**src/rtl/transaction_write_set_buffer_assert.svh**
```systemverilog
// Assertion macros used by the controller RTL.
`ifndef TRANSACTION_WRITE_SET_BUFFER_ASSERT_SVH
`define TRANSACTION_WRITE_SET_BUFFER_ASSERT_SVH

// Same-cycle implication, checked outside reset.
`define TWSB_ASSERT_NOW(label, clk, rst, ante, cons) \
   label: assert property (@(posedge clk) disable iff (rst) (ante) |-> (cons)) \
      else $error("assertion failed");

// Next-cycle implication, checked outside reset.
`define TWSB_ASSERT_NEXT(label, clk, rst, ante, cons) \
   label: assert property (@(posedge clk) disable iff (rst) (ante) |=> (cons)) \
      else $error("assertion failed");

`endif

```
**src/rtl/twsb_pkg.sv**
```systemverilog
package twsb_pkg;

   localparam int DEPTH_DEFAULT        = 32;
   localparam int NUM_CONTEXTS_DEFAULT = 4;
   localparam int MAX_RESULTS          = 32;

   // Request codes.
   localparam logic [2:0] REQ_APPEND = 3'd0;
   localparam logic [2:0] REQ_LOOKUP = 3'd1;
   localparam logic [2:0] REQ_SORT   = 3'd2;
   localparam logic [2:0] REQ_CLEAR  = 3'd3;
   localparam logic [2:0] REQ_DRAIN  = 3'd4;

   // Result status codes.
   localparam logic [2:0] ST_DONE      = 3'd0;
   localparam logic [2:0] ST_FULL      = 3'd1;
   localparam logic [2:0] ST_NOT_FOUND = 3'd2;
   localparam logic [2:0] ST_DELETED   = 3'd3;
   localparam logic [2:0] ST_FOUND     = 3'd4;
   localparam logic [2:0] ST_DRAINED   = 3'd5;
   localparam logic [2:0] ST_EMPTY     = 3'd6;

   localparam logic [1:0] KIND_DELETE = 2'd2;

   // Write data source.
   localparam logic [1:0] WR_REQ  = 2'd0;
   localparam logic [1:0] WR_HOLD = 2'd1;
   localparam logic [1:0] WR_RD   = 2'd2;

   // Read address source.
   localparam logic RD_IDX = 1'b0;
   localparam logic RD_JM1 = 1'b1;

   // Index register operations.
   localparam logic [2:0] IDX_HOLD = 3'd0;
   localparam logic [2:0] IDX_LOOK = 3'd1;
   localparam logic [2:0] IDX_ZERO = 3'd2;
   localparam logic [2:0] IDX_ONE  = 3'd3;
   localparam logic [2:0] IDX_DEC  = 3'd4;
   localparam logic [2:0] IDX_INC  = 3'd5;

   typedef struct packed {
      logic [2:0]  req_type;
      logic [1:0]  context_req;
      logic [1:0]  rec_kind;
      logic [7:0]  table_num;
      logic [31:0] tuple_num;
      logic [31:0] rec_value;
      logic [31:0] slot;
      logic [5:0]  drain_count;
      logic        drain_all;
   } req_payload_type;

   typedef struct packed {
      logic [2:0]  status;
      logic [31:0] out_value;
      logic [1:0]  out_kind;
      logic [7:0]  out_table;
      logic [31:0] out_tuple;
      logic [31:0] out_slot;
      logic        last;
   } rsp_payload_type;

   typedef struct packed {
      logic [1:0]  kind;
      logic [39:0] key;
      logic [31:0] value;
      logic [31:0] slot;
   } entry_type;

   typedef struct packed {
      logic       load_req;
      logic       wr_en;
      logic [1:0] wr_src;
      logic       cnt_inc;
      logic       cnt_clr;
      logic       rd_en;
      logic       rd_sel;
      logic [2:0] idx_op;
      logic       hold_load;
      logic       j_load;
      logic       j_dec;
      logic       rsp_load;
      logic [2:0] rsp_status;
      logic       rsp_last;
   } twsb_cmd_type;

   typedef struct packed {
      logic [2:0] req_type;
      logic       ctx_ok;
      logic       full;
      logic       cnt_zero;
      logic       cnt_lt2;
      logic       drain_zero;
      logic       idx_zero;
      logic       drain_last;
      logic       sort_last;
      logic       j_zero;
      logic       key_hit;
      logic       hit_deleted;
      logic       key_gt;
      logic       rsp_free;
   } twsb_sts_type;

endpackage

```
**src/rtl/twsb_ctrl.sv**
```systemverilog
`include "transaction_write_set_buffer_assert.svh"

module twsb_ctrl
   import twsb_pkg::*;
(
   input  logic         clock,
   input  logic         reset,
   input  logic         req_valid,
   output logic         req_ready,
   input  twsb_sts_type sts,
   output twsb_cmd_type cmd
);

   localparam logic [3:0] S_IDLE    = 4'd0;
   localparam logic [3:0] S_DISP    = 4'd1;
   localparam logic [3:0] S_LK_RD   = 4'd2;
   localparam logic [3:0] S_LK_CMP  = 4'd3;
   localparam logic [3:0] S_SO_RDI  = 4'd4;
   localparam logic [3:0] S_SO_HOLD = 4'd5;
   localparam logic [3:0] S_SO_RDJ  = 4'd6;
   localparam logic [3:0] S_SO_CMP  = 4'd7;
   localparam logic [3:0] S_SO_NEXT = 4'd8;
   localparam logic [3:0] S_DR_RD   = 4'd9;
   localparam logic [3:0] S_DR_OUT  = 4'd10;
   localparam logic [3:0] S_RESP    = 4'd11;

   logic [3:0] state_ff, state_in;
   logic [2:0] stat_ff, stat_in;

   assign req_ready = (state_ff == S_IDLE);

   always_comb begin
      state_in = state_ff;
      stat_in  = stat_ff;
      cmd      = '0;
      case (state_ff)
         S_IDLE: begin
            if (req_valid) begin
               cmd.load_req = 1'b1;
               state_in     = S_DISP;
            end
         end
         S_DISP: begin
            state_in = S_RESP;
            case (sts.req_type)
               REQ_APPEND: begin
                  if (sts.ctx_ok && !sts.full) begin
                     cmd.wr_en   = 1'b1;
                     cmd.wr_src  = WR_REQ;
                     cmd.cnt_inc = 1'b1;
                     stat_in     = ST_DONE;
                  end else begin
                     stat_in = ST_FULL;
                  end
               end
               REQ_LOOKUP: begin
                  if (!sts.ctx_ok || sts.cnt_zero) begin
                     stat_in = ST_NOT_FOUND;
                  end else begin
                     cmd.idx_op = IDX_LOOK;
                     state_in   = S_LK_RD;
                  end
               end
               REQ_SORT: begin
                  if (!sts.ctx_ok || sts.cnt_lt2) begin
                     stat_in = ST_DONE;
                  end else begin
                     cmd.idx_op = IDX_ONE;
                     state_in   = S_SO_RDI;
                  end
               end
               REQ_CLEAR: begin
                  cmd.cnt_clr = sts.ctx_ok;
                  stat_in     = ST_DONE;
               end
               REQ_DRAIN: begin
                  if (sts.drain_zero) begin
                     stat_in = ST_EMPTY;
                  end else begin
                     cmd.idx_op = IDX_ZERO;
                     state_in   = S_DR_RD;
                  end
               end
               default: begin
                  stat_in = ST_DONE;
               end
            endcase
         end
         S_LK_RD: begin
            cmd.rd_en  = 1'b1;
            cmd.rd_sel = RD_IDX;
            state_in   = S_LK_CMP;
         end
         S_LK_CMP: begin
            if (sts.key_hit) begin
               stat_in  = sts.hit_deleted ? ST_DELETED : ST_FOUND;
               state_in = S_RESP;
            end else if (sts.idx_zero) begin
               stat_in  = ST_NOT_FOUND;
               state_in = S_RESP;
            end else begin
               cmd.idx_op = IDX_DEC;
               state_in   = S_LK_RD;
            end
         end
         S_SO_RDI: begin
            cmd.rd_en  = 1'b1;
            cmd.rd_sel = RD_IDX;
            state_in   = S_SO_HOLD;
         end
         S_SO_HOLD: begin
            cmd.hold_load = 1'b1;
            cmd.j_load    = 1'b1;
            state_in      = S_SO_RDJ;
         end
         S_SO_RDJ: begin
            if (sts.j_zero) begin
               cmd.wr_en  = 1'b1;
               cmd.wr_src = WR_HOLD;
               state_in   = S_SO_NEXT;
            end else begin
               cmd.rd_en  = 1'b1;
               cmd.rd_sel = RD_JM1;
               state_in   = S_SO_CMP;
            end
         end
         S_SO_CMP: begin
            cmd.wr_en = 1'b1;
            if (sts.key_gt) begin
               cmd.wr_src = WR_RD;
               cmd.j_dec  = 1'b1;
               state_in   = S_SO_RDJ;
            end else begin
               cmd.wr_src = WR_HOLD;
               state_in   = S_SO_NEXT;
            end
         end
         S_SO_NEXT: begin
            if (sts.sort_last) begin
               stat_in  = ST_DONE;
               state_in = S_RESP;
            end else begin
               cmd.idx_op = IDX_INC;
               state_in   = S_SO_RDI;
            end
         end
         S_DR_RD: begin
            cmd.rd_en  = 1'b1;
            cmd.rd_sel = RD_IDX;
            state_in   = S_DR_OUT;
         end
         S_DR_OUT: begin
            if (sts.rsp_free) begin
               cmd.rsp_load   = 1'b1;
               cmd.rsp_status = ST_DRAINED;
               cmd.rsp_last   = sts.drain_last;
               if (sts.drain_last) begin
                  state_in = S_IDLE;
               end else begin
                  cmd.idx_op = IDX_INC;
                  state_in   = S_DR_RD;
               end
            end
         end
         S_RESP: begin
            if (sts.rsp_free) begin
               cmd.rsp_load   = 1'b1;
               cmd.rsp_status = stat_ff;
               cmd.rsp_last   = 1'b1;
               state_in       = S_IDLE;
            end
         end
         default: begin
            state_in = S_IDLE;
         end
      endcase
   end

   always_ff @(posedge clock) begin
      if (reset) begin
         state_ff <= S_IDLE;
      end else begin
         state_ff <= state_in;
      end
      stat_ff <= stat_in;
   end

   `TWSB_ASSERT_NOW(a_load_when_free, clock, reset, cmd.rsp_load, sts.rsp_free)
   `TWSB_ASSERT_NOW(a_write_valid_ctx, clock, reset, cmd.wr_en, sts.ctx_ok)
   `TWSB_ASSERT_NEXT(a_accept_dispatch, clock, reset, req_valid && req_ready, state_ff == S_DISP)

endmodule

```
**config.mk**
```make
export PLATFORM = sky130hd
export DESIGN_NAME = twsb_ctrl
export DESIGN_NICKNAME = d
export VERILOG_FILES = /design/src/rtl/twsb_pkg.sv /design/src/rtl/twsb_ctrl.sv
export VERILOG_INCLUDE_DIRS = /design/src /design/src/rtl
export SDC_FILE = /design/constraint.sdc
export NUM_CORES = 1
export LEC_CHECK = 0
export BUFFER_PORTS_ARGS = -buffer_cell sky130_fd_sc_hd__buf_2
export CAP_MARGIN = 0
export CORE_UTILIZATION = 40
export CTS_BUF_LIST = sky130_fd_sc_hd__clkbuf_4 sky130_fd_sc_hd__clkbuf_8 sky130_fd_sc_hd__clkbuf_16
export CTS_CLUSTER_DIAMETER = 80
export DETAILED_ROUTE_END_ITERATION = 8
export GPL_TIMING_DRIVEN = 1
export PLACE_DENSITY_LB_ADDON = 0.3
export SLEW_MARGIN = 20
export SYNTH_ARGS = -nofsm -noshare
export SYNTH_HDL_FRONTEND = slang
export SYNTH_SLANG_ARGS = --single-unit
```
**constraint.sdc**
```tcl
create_clock -name clock -period 3.37 [get_ports clock]
set_input_delay 0.8425 -clock clock [delete_from_list [all_inputs] [get_ports clock]]
set_output_delay 0.8425 -clock clock [all_outputs]
set_load 0.01 [all_outputs]
```
==> out/results.tsv, run 1 <==
stage	metric	value	unit
run_status	status	complete, no violations	
synthesis	yosysUniqueCellTypes	49	
die	core	2000	um2
clock_network	cts_root_buffer	clkbuf_4	
synthesis	yosys-mux-area-fraction	1.15	%
clock_network	ctsLongestPathBuffers	2	
place	gp_congestion	0.943	
pwr	p_per_area	620	nW/um2
synthesis	syn_inst	118	
setup_path	worstPathRequired	2.53	ns
route	vias	1015	
global_route	grt_pass1_vias	922	
clock_network	cts_resized	0	
place	dp_hpwl	1890	um
setup_path	critPathLaunchType	primary input	
place	post-place-ws	0.716	ns
die	ios	39	
sta	maxSlewViolCount	0	
hold_path	hold_class	register to register	
synthesis	synth_top_area_share	10.4	%
die	die_x	48.6	um
route	totalWireLength	2380	um
sta	setup_viol	0	
clock_network	clk-insertion-delay-late	0.25	ns
setup_path	cp_max_fo	10	
synthesis	synth-seq-cells	7	
setup_path	cp.arrival	1.86	ns
cells_and_area	diodes	0	
sta	layout_min_cycle_time	2.70	ns
sta	rsz0062_at_grt	false	
synthesis	synth.most_common_cell	nor2_1	
synthesis	synth_top_family_by_area	simple AND/OR/NAND/NOR gates	
synthesis	synthSimpleGateAreaFrac	38.4	%
sta	fin_ws	0.670	ns
synthesis	netlist_area	870	um2
clock_network	postCtsSetupBuffers	0	
cells_and_area	drive_gt1_share	37.3	%
cells_and_area	area.growth.synth_to_final	24.2	%
synthesis	synth.avg_cell_area	7.37	um2
route	drc_errors	0	
synthesis	synthArstFlopShare	0	%
synthesis	synth_largest_area_cell	edfxtp_1	
sta	max_slew.worst_pin.slew	0.642	ns
setup_path	max_stage_delay	0.30	ns
global_route	overflow	0	
setup_path	path_class	primary input to output pin	
cells_and_area	nets	173	
synthesis	synth_fp_nets	137	
die	start_util	43.4	%
global_route	grt_pass1_wl	4060	um
route	post_drt_wl_per_cell	13.2	um
global_route	grt_util_all_layers	21.8	%
route	via_per_inst	5.64	
pwr	p_leak	0.511	nW
pwr	total_power	0.000669	W
clock_network	clock-sinks	7	
sta	fmax	0.370	GHz
clock_network	cts_tree	built	
global_route	grt_max_degree	21	
die	rows	16	
cells_and_area	fin_area	1080	um2
clock_network	cts_buffers	3	
synthesis	synth_compound_gate_area_share	28.6	%
setup_path	crit_slowest_cell	nor3b_1	
clock_network	htreeDepth	1	
synthesis	synth_edf_count	3	
route	first_iter_violations	30	
sta	fin_setup_tns	0	ns
place	place_area	1050	um2
sta	final-hold-violation-count	0	
synthesis	synthFlopType	dfxtp_1	
sta	skew	0.000510	ns
cells_and_area	fillCellCount	224	
global_route	antenna_found_initial	0	
sta	relSlewSlack	57.1	%
setup_path	setup.worst_path.end_class	output pin	
synthesis	yosysWarnings	0	
flow_run	cap_viol_max_count	0	
clock_network	cts_hold_buf	0	
synthesis	seq_area_frac_synth	19.6	%
route	drt_pass1_iterations	4	
route	postRouteAntennaNets	0	
die	die_height	48.6	um
pwr	vdd_drop_max	0.437	mV
clock_network	clkSlewWorstSetupHoldPaths	0.05	ns
synthesis	synthTopCellsByCount	15 x nor2_1, 10 x nand2_1, 8 x a21oi_1	
setup_path	crit_chain	buf_2 -> nor3b_1 -> o21ai_0 -> o21ai_0 -> buf_2	
synthesis	synth.area.top_cells	edfxtp_1 10%, dfxtp_1 9.2%, nor2_1 6.5%	
synthesis	synth-xor-area-share	2.01	%
place	io_buffers	38	
sta	fin_crit_sh	80.1	%
synthesis	synth_adder_area_share	0	%
die	dieArea	2360	um2
==> state kept, by name, summed over array words and instances, names as in the netlist <==
name      count
stat_ff       3
state_ff      4
==> worst max-delay path: cells and delay by family <==
family / cells / cell delay (ns)
compound gates: 2 / 0.38
simple gates: 1 / 0.30
buf+inv: 2 / 0.33
==> logic make-up (layout without fill, tap and decap cells) <==
logic type                after synthesis  after routing
and+or+nand+nor                        55             55
xor gates and xnor gates                2              2
AOI/OAI and AO/OA                      36             36
muxes                                   1              1
DFF                                     7              7
buffers and inverters                  17             52
==> through the flow <==
stage | util, % | std cells | hold slack [ns]
floorplan | - | 118 | 0.636
global route | 53.9 | 180 | 0.778
detailed placement | 52.4 | 176 | 0.746
CTS | 53.9 | 180 | 0.751
finish | 53.9 | 180 | 0.748
global placement | 52.4 | 176 | 0.740
==> area by class of cell <==
cell class / instances / area, um2 / area share [%]
clock buffer: 4 / 30.0 / 2.78
inverter: 8 / 30.0 / 2.78
multi-input combinational: 94 / 611 / 56.5
sequential: 7 / 170 / 15.8
tap: 27 / 33.8 / 3.13
timing repair buffer: 40 / 205 / 19.0
==> power breakdown <==
part | internal [W] | switching [W] | total, W
clock | 0.0000531 | 0.0000289 | 0.0000820
sequential | 0.000127 | 0.0000325 | 0.000159
combinational | 0.000164 | 0.000264 | 0.000428
total | 0.000344 | 0.000325 | 0.000669
==> path summary, 6_finish.rpt <==
check                    from     endpoint  slack (ns)  depth (start not counted)
setup / recovery      sts[14]       cmd[8]        0.67                          5
hold / removal    state_ff[1]  state_ff[3]        0.75                          2
setup reg to reg  state_ff[3]   stat_ff[0]        1.53                          3
hold reg to reg   state_ff[1]  state_ff[3]        0.75                          2
==> cell usage in the layout (no fill, tap or decap), types with 2 or more instances in the layout <==
| cell | Yosys | routed |
|---|---|---|
| nor2_1 | 15 | 15 |
| o21ai_0 | 4 | 4 |
| nand3_1 | 4 | 4 |
| a31oi_1 | 5 | 5 |
| nor3b_1 | 2 | 2 |
| o32ai_1 | 2 | 2 |
| o211ai_1 | 2 | 2 |
| buf_4 | 3 | 2 |
| inv_1 | 5 | 5 |
| o21a_1 | 2 | 2 |
| nor3_1 | 3 | 3 |
| o31ai_1 | 2 | 2 |
| nand2_1 | 10 | 10 |
| inv_2 | 3 | 3 |
| and3_1 | 2 | 2 |
| nand2b_1 | 5 | 5 |
| clkbuf_4 | 0 | 4 |
| dfxtp_1 | 4 | 4 |
| edfxtp_1 | 3 | 3 |
| buf_2 | 5 | 38 |
| a21oi_1 | 8 | 8 |
==> layer usage <==
metal / up-vias / share of wire [%] / GRT usage [%]
li1: 509 / - / -
met1: 447 / 42 / 27.1
met5: - / 0 / 0
met3: 6 / 6.5 / 5.97
met2: 53 / 49 / 36.1
met4: 0 / 2.2 / 7.35
Note: power is estimated with default switching activity, not from simulation.
==> inputs of run 2 (changes only) <==
==> constraint.sdc (replaced) <==
create_clock -name clock -period 2.5 [get_ports clock]
set_input_delay 0.625 -clock clock [delete_from_list [all_inputs] [get_ports clock]]
set_output_delay 0.625 -clock clock [all_outputs]
set_load 0.01 [all_outputs]
==> run 2 against run 1 <==
Net effect: via count is 0.79% higher; sequential share of layout area increased by 0.097 points; routed wire length fell by 1.3%; highest routed layer unchanged.
==> out/results.tsv, run 2 (synthesis gave the netlist of run 1 again) <==
stage	metric	value	unit	change
run_status	status	complete, no violations		
die	ios	39		unchanged
global_route	grt_util_all_layers	21.0	%	-0.86 points
sta	setup_viol	0		unchanged
place	dp.cells	176		unchanged
route	postRouteAntennaNets	0		unchanged
flow_run	cap_viol_max_count	0		unchanged
global_route	grt.busiest_layer	met2		
sta	rsz0062_at_grt	false		
cells_and_area	reg_top3	state_ff: 4 flops, stat_ff: 3 flops		
clock_network	clkSlewWorstSetupHoldPaths	0.05	ns	about the same
pwr	clock_power_share	13.3	%	+1.0 points
clock_network	cts_buffers	3		unchanged
cells_and_area	final_util	54.0	%	+0.062 points
cells_and_area	largest_reg_flops	4		unchanged
pwr	switching_share	49.0	%	+0.37 points
cells_and_area	final_cell_mix	38 x buf_2, 15 x nor2_1, 10 x nand2_1		
global_route	grt_pass1_vias	905		-1.8%
sta	fmax	0.439	GHz	
die	dieArea	2360	um2	unchanged
global_route	antenna_found_initial	0		unchanged
sta	skew	0.00397	ns	+0.00346 ns
route	via_per_inst	5.68		+0.79%
cells_and_area	fin_area	1080	um2	+0.12%
die	start_util	43.4	%	unchanged
die	die_height	48.6	um	unchanged
global_route	grt_max_degree	21		unchanged
sta	layout_min_cycle_time	2.28	ns	
cells_and_area	area.growth.synth_to_final	24.3	%	
global_route	overflow	0		unchanged
place	dp_hpwl	1810	um	-4.3%
route	first_iter_violations	41		+37%
die	rows	16		unchanged
pwr	power_switching	0.000447	W	+37%
setup_path	critPathLaunchType	register		
pwr	internal_power	0.000466	W	+35%
setup_path	path_class	register to output pin		
clock_network	clk-insertion-delay-late	0.27	ns	+0.02 ns
setup_path	cp.arrival	1.65	ns	-0.21 ns
sta	maxSlewViolCount	0		unchanged
cells_and_area	stdcell_count	180		unchanged
place	place_area	1050	um2	unchanged
setup_path	cp_max_fo	14		+4
sta	final-hold-violation-count	0		unchanged
setup_path	worstPathRequired	1.88	ns	-0.65 ns
sta	worst_hold_slack	0.559	ns	-0.190 ns
cells_and_area	final_common_cell	buf_2		
pwr	p_seq_share	23.7	%	about the same
sta	relSlewSlack	57.7	%	+0.63 points
pwr	pwr-share-comb	62.9	%	-1.1 points
clock_network	cts_root_buffer	clkbuf_4		
global_route	met1_usage	27.7	%	+0.58 points
hold_path	hold_class	primary input to register		
route	drt_pass1_iterations	4		unchanged
route	drc_errors	0		unchanged
cells_and_area	nets	173		unchanged
clock_network	ctsLongestPathBuffers	2		unchanged
cells_and_area	top_register	state_ff		
global_route	use_met3	4.72	%	-1.3 points
clock_network	clock-sinks	7		unchanged
sta	fin_setup_tns	0	ns	unchanged
route	vias	1023		+0.79%
clock_network	htreeDepth	1		unchanged
die	core	2000	um2	unchanged
die	die_x	48.6	um	unchanged
route	totalWireLength	2340	um	-1.3%
sta	max_slew.worst_pin.slew	0.633	ns	-0.00942 ns
place	io_buffers	38		unchanged
pwr	p_per_area	844	nW/um2	+36%
pwr	vdd_drop_max	0.475	mV	+8.5%
route	post_drt_wl_per_cell	13.0	um	-1.3%
global_route	use_met2	32.6	%	-3.5 points
pwr	p_leak	0.511	nW	about the same
sta	fin_crit_sh	91.1	%	
setup_path	setup.worst_path.end_class	output pin		
place	gp_congestion	0.912		-3.4%
clock_network	postCtsSetupBuffers	0		unchanged
cells_and_area	diodes	0		unchanged
clock_network	cts_tree	built		
cells_and_area	drive_gt1_share	37.9	%	+0.65 points
global_route	grt_pass1_wl	3890	um	-4.3%
[run 2: metrics by stage]
step                      power, W  setup slack (ns)
after floorplan           0.000656             0.434
after global placement    0.000778             0.351
after detailed placement  0.000791             0.266
after CTS                 0.000916            0.0523
after global routing      0.000995            0.0751
final                     0.000913             0.224
[run 2: power groups by stage]
stage / clock network, W / registers, W / logic, W
final: 0.000122 / 0.000217 / 0.000574
after global routing: 0.000135 / 0.000222 / 0.000637
after CTS: 0.000124 / 0.000215 / 0.000576
after detailed placement: 0 / 0.000217 / 0.000574
after global placement: 0 / 0.000216 / 0.000562
after floorplan: 0 / 0.000190 / 0.000466
[run 2: routing by layer]
layer / vias up / wire, um
li1: 502 / -
met1: 471 / 1020
met2: 48 / 1150
met3: 2 / 158
met4: 0 / 14
met5: - / 0
[run 2: worst paths after layout]
path                                  start           to  slack (ns)  cells after the start
worst min register to register  state_ff[1]  state_ff[3]        0.74                      2
worst min-delay path                  reset  state_ff[1]        0.56                      2
worst max-delay path            state_ff[2]      cmd[17]        0.22                      5
worst max register to register  state_ff[0]   stat_ff[1]        0.74                      4
[run 2: worst max-delay path, cell delays in order, from the launching register on]
cell,delay [ns]
dfxtp_1,0.50
nor3_4,0.33
nand2_1,0.12
nor4_2,0.17
o21bai_1,0.14
buf_2,0.14
[run 2: repair_timing]
item                       CTS  global route
setup endpoints to repair    0             3
gates resized for setup      0             1
hold endpoints to repair     0             0
hold buffers                 0             0
[run 2: layout make-up]
| type | count | area [um2] |
|---|---|---|
| clock buffers | 4 | 30.0 |
| fillers | 220 | 921 |
| inverters | 8 | 30.0 |
| multi-input cells | 94 | 611 |
| flip-flops and latches | 7 | 171 |
| well taps | 27 | 33.8 |
| repair buffers | 40 | 205 |
==> inputs of run 3 (changes only) <==
--- a/config.mk
+++ b/config.mk
@@ -6,6 +6,7 @@
 export SDC_FILE = /design/constraint.sdc
 export NUM_CORES = 1
 export LEC_CHECK = 0
+export ABC_AREA = 1
 export BUFFER_PORTS_ARGS = -buffer_cell sky130_fd_sc_hd__buf_2
 export CAP_MARGIN = 0
 export CORE_UTILIZATION = 40
@@ -14,6 +15,7 @@
 export DETAILED_ROUTE_END_ITERATION = 8
 export GPL_TIMING_DRIVEN = 1
 export PLACE_DENSITY_LB_ADDON = 0.3
+export RECOVER_POWER = 25
 export SLEW_MARGIN = 20
 export SYNTH_ARGS = -nofsm -noshare
 export SYNTH_HDL_FRONTEND = slang
==> run 3 against run 2 <==
Net effect: fmax hardly changed; non-clock buffer count is 2 lower; hold slack worse by 0.021 ns; clock skew is 0.0016 ns lower; register-to-register slack better by 0.12 ns; core utilization is 0.78 points higher; sequential share of layout area hardly changed; cell count is 25% higher; area after synthesis is 4.3% lower; critical path depth is 4 higher; sequential power is 8% higher; worst setup slack better by 0.0019 ns.
==> out/results.tsv, run 3 <==
stage	metric	value	unit	change
place	dp_hpwl	1910	um	+5.8%
sta	skew	0.00239	ns	-0.00158 ns
place	place_area	1050	um2	-0.12%
synthesis	synthTopCellsByCount	40 x nand2_1, 30 x inv_1, 28 x nor2_1, 15 x nand3_1, 8 x o21ai_0		
global_route	grt_pass1_wl	3390	um	-13%
route	totalWireLength	2250	um	-4.0%
setup_path	worstRegToRegCells	8		+4
clock_network	htreeDepth	1		unchanged
clock_network	clk-insertion-delay-late	0.25	ns	-0.02 ns
cells_and_area	fillCellCount	236		+7.3%
synthesis	seq_area_frac_synth	20.5	%	+0.88 points
sta	layout_min_cycle_time	2.27	ns	-0.00192 ns
die	die_x	47.6	um	-2.1%
cells_and_area	drive_gt1_share	26.8	%	-11 points
synthesis	synth.area.top_cells	nand2_1 18%, inv_1 14%, nor2_1 13%		
pwr	vdd_drop_max	0.480	mV	+1.0%
cells_and_area	final_util	54.8	%	+0.78 points
cells_and_area	regArea	170	um2	-0.73%
die	core	1960	um2	-2.0%
route	drc_errors	0		unchanged
cells_and_area	multiInputGateArea	520	um2	-15%
setup_path	setup.worst_path.end_class	output pin		
flow_run	cap_viol_max_count	0		unchanged
route	via_per_inst	4.88		-14%
cells_and_area	final_cell_mix	41 x nand2_1, 37 x buf_2, 30 x inv_1		
clock_network	cts_resized	0		unchanged
synthesis	synth_fp_nets	176		+28%
clock_network	cts_root_buffer	clkbuf_4		
sta	fmax	0.440	GHz	about the same
setup_path	path_class	register to output pin		
hold_path	hold_class	register to register		
route	vias	1098		+7.3%
die	dieArea	2270	um2	-4.1%
sta	final-hold-violation-count	0		unchanged
setup_path	worstPathRequired	1.88	ns	about the same
setup_path	cp.arrival	1.65	ns	about the same
die	ios	39		unchanged
cells_and_area	largest_reg_flops	4		unchanged
synthesis	synth.most_common_cell	nand2_1		
synthesis	synth_edf_count	3		unchanged
cells_and_area	diodes	0		unchanged
cells_and_area	reg_top3	state_ff: 4 flops, stat_ff: 3 flops		
clock_network	cts_tree	built		
cells_and_area	top_register	state_ff		
synthesis	synth-seq-cells	7		unchanged
clock_network	cts_hold_buf	0		unchanged
sta	fin_setup_tns	0	ns	unchanged
place	gp_congestion	0.973		+6.7%
route	post_drt_wl_per_cell	10.0	um	-23%
die	die_height	47.6	um	-2.1%
die	start_util	42.4	%	-1.0 points
setup_path	cp_max_fo	6		-8
global_route	grt_max_degree	8		-62%
clock_network	ctsLongestPathBuffers	2		unchanged
synthesis	synthFlopType	dfxtp_1		
global_route	grt_util_all_layers	20.6	%	-0.42 points
route	postRouteAntennaNets	0		unchanged
synthesis	yosysWarnings	0		unchanged
synthesis	synth.avg_cell_area	5.30	um2	-28%
global_route	grt_pass1_vias	871		-3.8%
setup_path	crit_slowest_cell	dfxtp_1		
synthesis	yosysUniqueCellTypes	22		-55%
clock_network	postCtsSetupBuffers	0		unchanged
cells_and_area	area.growth.synth_to_final	29.2	%	
place	io_buffers	38		unchanged
die	rows	16		unchanged
sta	maxSlewViolCount	0		unchanged
clock_network	clkSlewWorstSetupHoldPaths	0.05	ns	about the same
sta	rsz0062_at_grt	false		
run_status	status	complete, no violations		
setup_path	crit_chain	nand2_1 -> inv_1 -> nand2_1 -> o21ai_2 -> nor2_1 -> inv_2 -> o21ai_1 -> nor2_1 -> buf_2		
setup_path	critPathLaunchType	register		
clock_network	clock-sinks	7		unchanged
sta	relSlewSlack	78.6	%	+21 points
clock_network	cts_buffers	3		unchanged
synthesis	synth_top_area_share	18.0	%	+7.7 points
synthesis	syn_inst	157		+33%
route	first_iter_violations	47		+15%
sta	setup_viol	0		unchanged
cells_and_area	nets	218		+26%
pwr	p_leak	0.714	nW	+40%
hold_path	hold_depth	2		unchanged
global_route	overflow	0		unchanged
pwr	total_power	0.000941	W	+3.1%
synthesis	synth_largest_area_cell	nand2_1		
synthesis	synthArstFlopShare	0	%	unchanged
global_route	antenna_found_initial	0		unchanged
route	drt_pass1_iterations	4		unchanged
cells_and_area	fin_area	1070	um2	-0.58%
sta	max_slew.worst_pin.slew	0.317	ns	-0.316 ns
cells_and_area	final_common_cell	nand2_1		
sta	fin_crit_sh	91.0	%	about the same
pwr	p_per_area	876	nW/um2	+3.7%
setup_path	max_stage_delay	0.44	ns	-0.06 ns
synthesis	netlist_area	832	um2	-4.3%
run 3: metrics by stage:
stage | instances | hold WS (ns) | setup WS [ns]
after floorplan | 157 | 0.497 | 0.373
after global placement | 221 | 0.523 | 0.379
after detailed placement | 221 | 0.526 | 0.376
after CTS | 225 | 0.533 | 0.296
after global routing | 225 | 0.592 | 0.0715
final | 225 | 0.538 | 0.226
run 3: final timing paths:
check / to / slack, ns / startpoint
setup / recovery: cmd[9] / 0.23 / state_ff[0]
setup reg to reg: stat_ff[1] / 0.86 / state_ff[0]
hold / removal: state_ff[3] / 0.54 / state_ff[3]
hold reg to reg: state_ff[3] / 0.54 / state_ff[3]
run 3: area by class of cell:
| cell class | instances | area share (%) |
|---|---|---|
| clock buffer | 4 | 2.79 |
| timing repair buffer | 38 | 17.6 |
| inverter | 35 | 12.2 |
| sequential | 7 | 15.8 |
| multi-input combinational | 114 | 48.4 |
| tap | 27 | 3.14 |
run 3: worst max-delay path, delay by kind of cell, from the launching register on:
kind | cells | cell delay [ns]
AO/OA/AOI/OAI | 2 | 0.20
buffers and inverters | 3 | 0.27
flip-flops | 1 | 0.44
AND/OR/NAND/NOR | 4 | 0.49
run 3: cell families (layout without fill, tap and decap cells):
group,after synthesis,after routing,synth area share (%)
and+or+nand+nor,98,98,51.9
DFF,7,7,20.5
buffers and inverters,36,77,16.7
AOI/OAI and AO/OA,16,16,11.0
run 3: power by group:
group | leakage [nW] | internal [W] | switching [W]
sequential | 0.0619 | 0.000184 | 0.0000500
combinational | 0.634 | 0.000204 | 0.000393
clock | 0.0184 | 0.0000715 | 0.0000386
run 3: routing by layer:
metal / GRT usage (%) / vias up / wire, um
met1: 26.8 / 471 / 1010
met3: 2.26 / 6 / 185
met4: 7.78 / 0 / 38
met5: 0 / - / 0
li1: - / 569 / -
met2: 34.8 / 52 / 1010
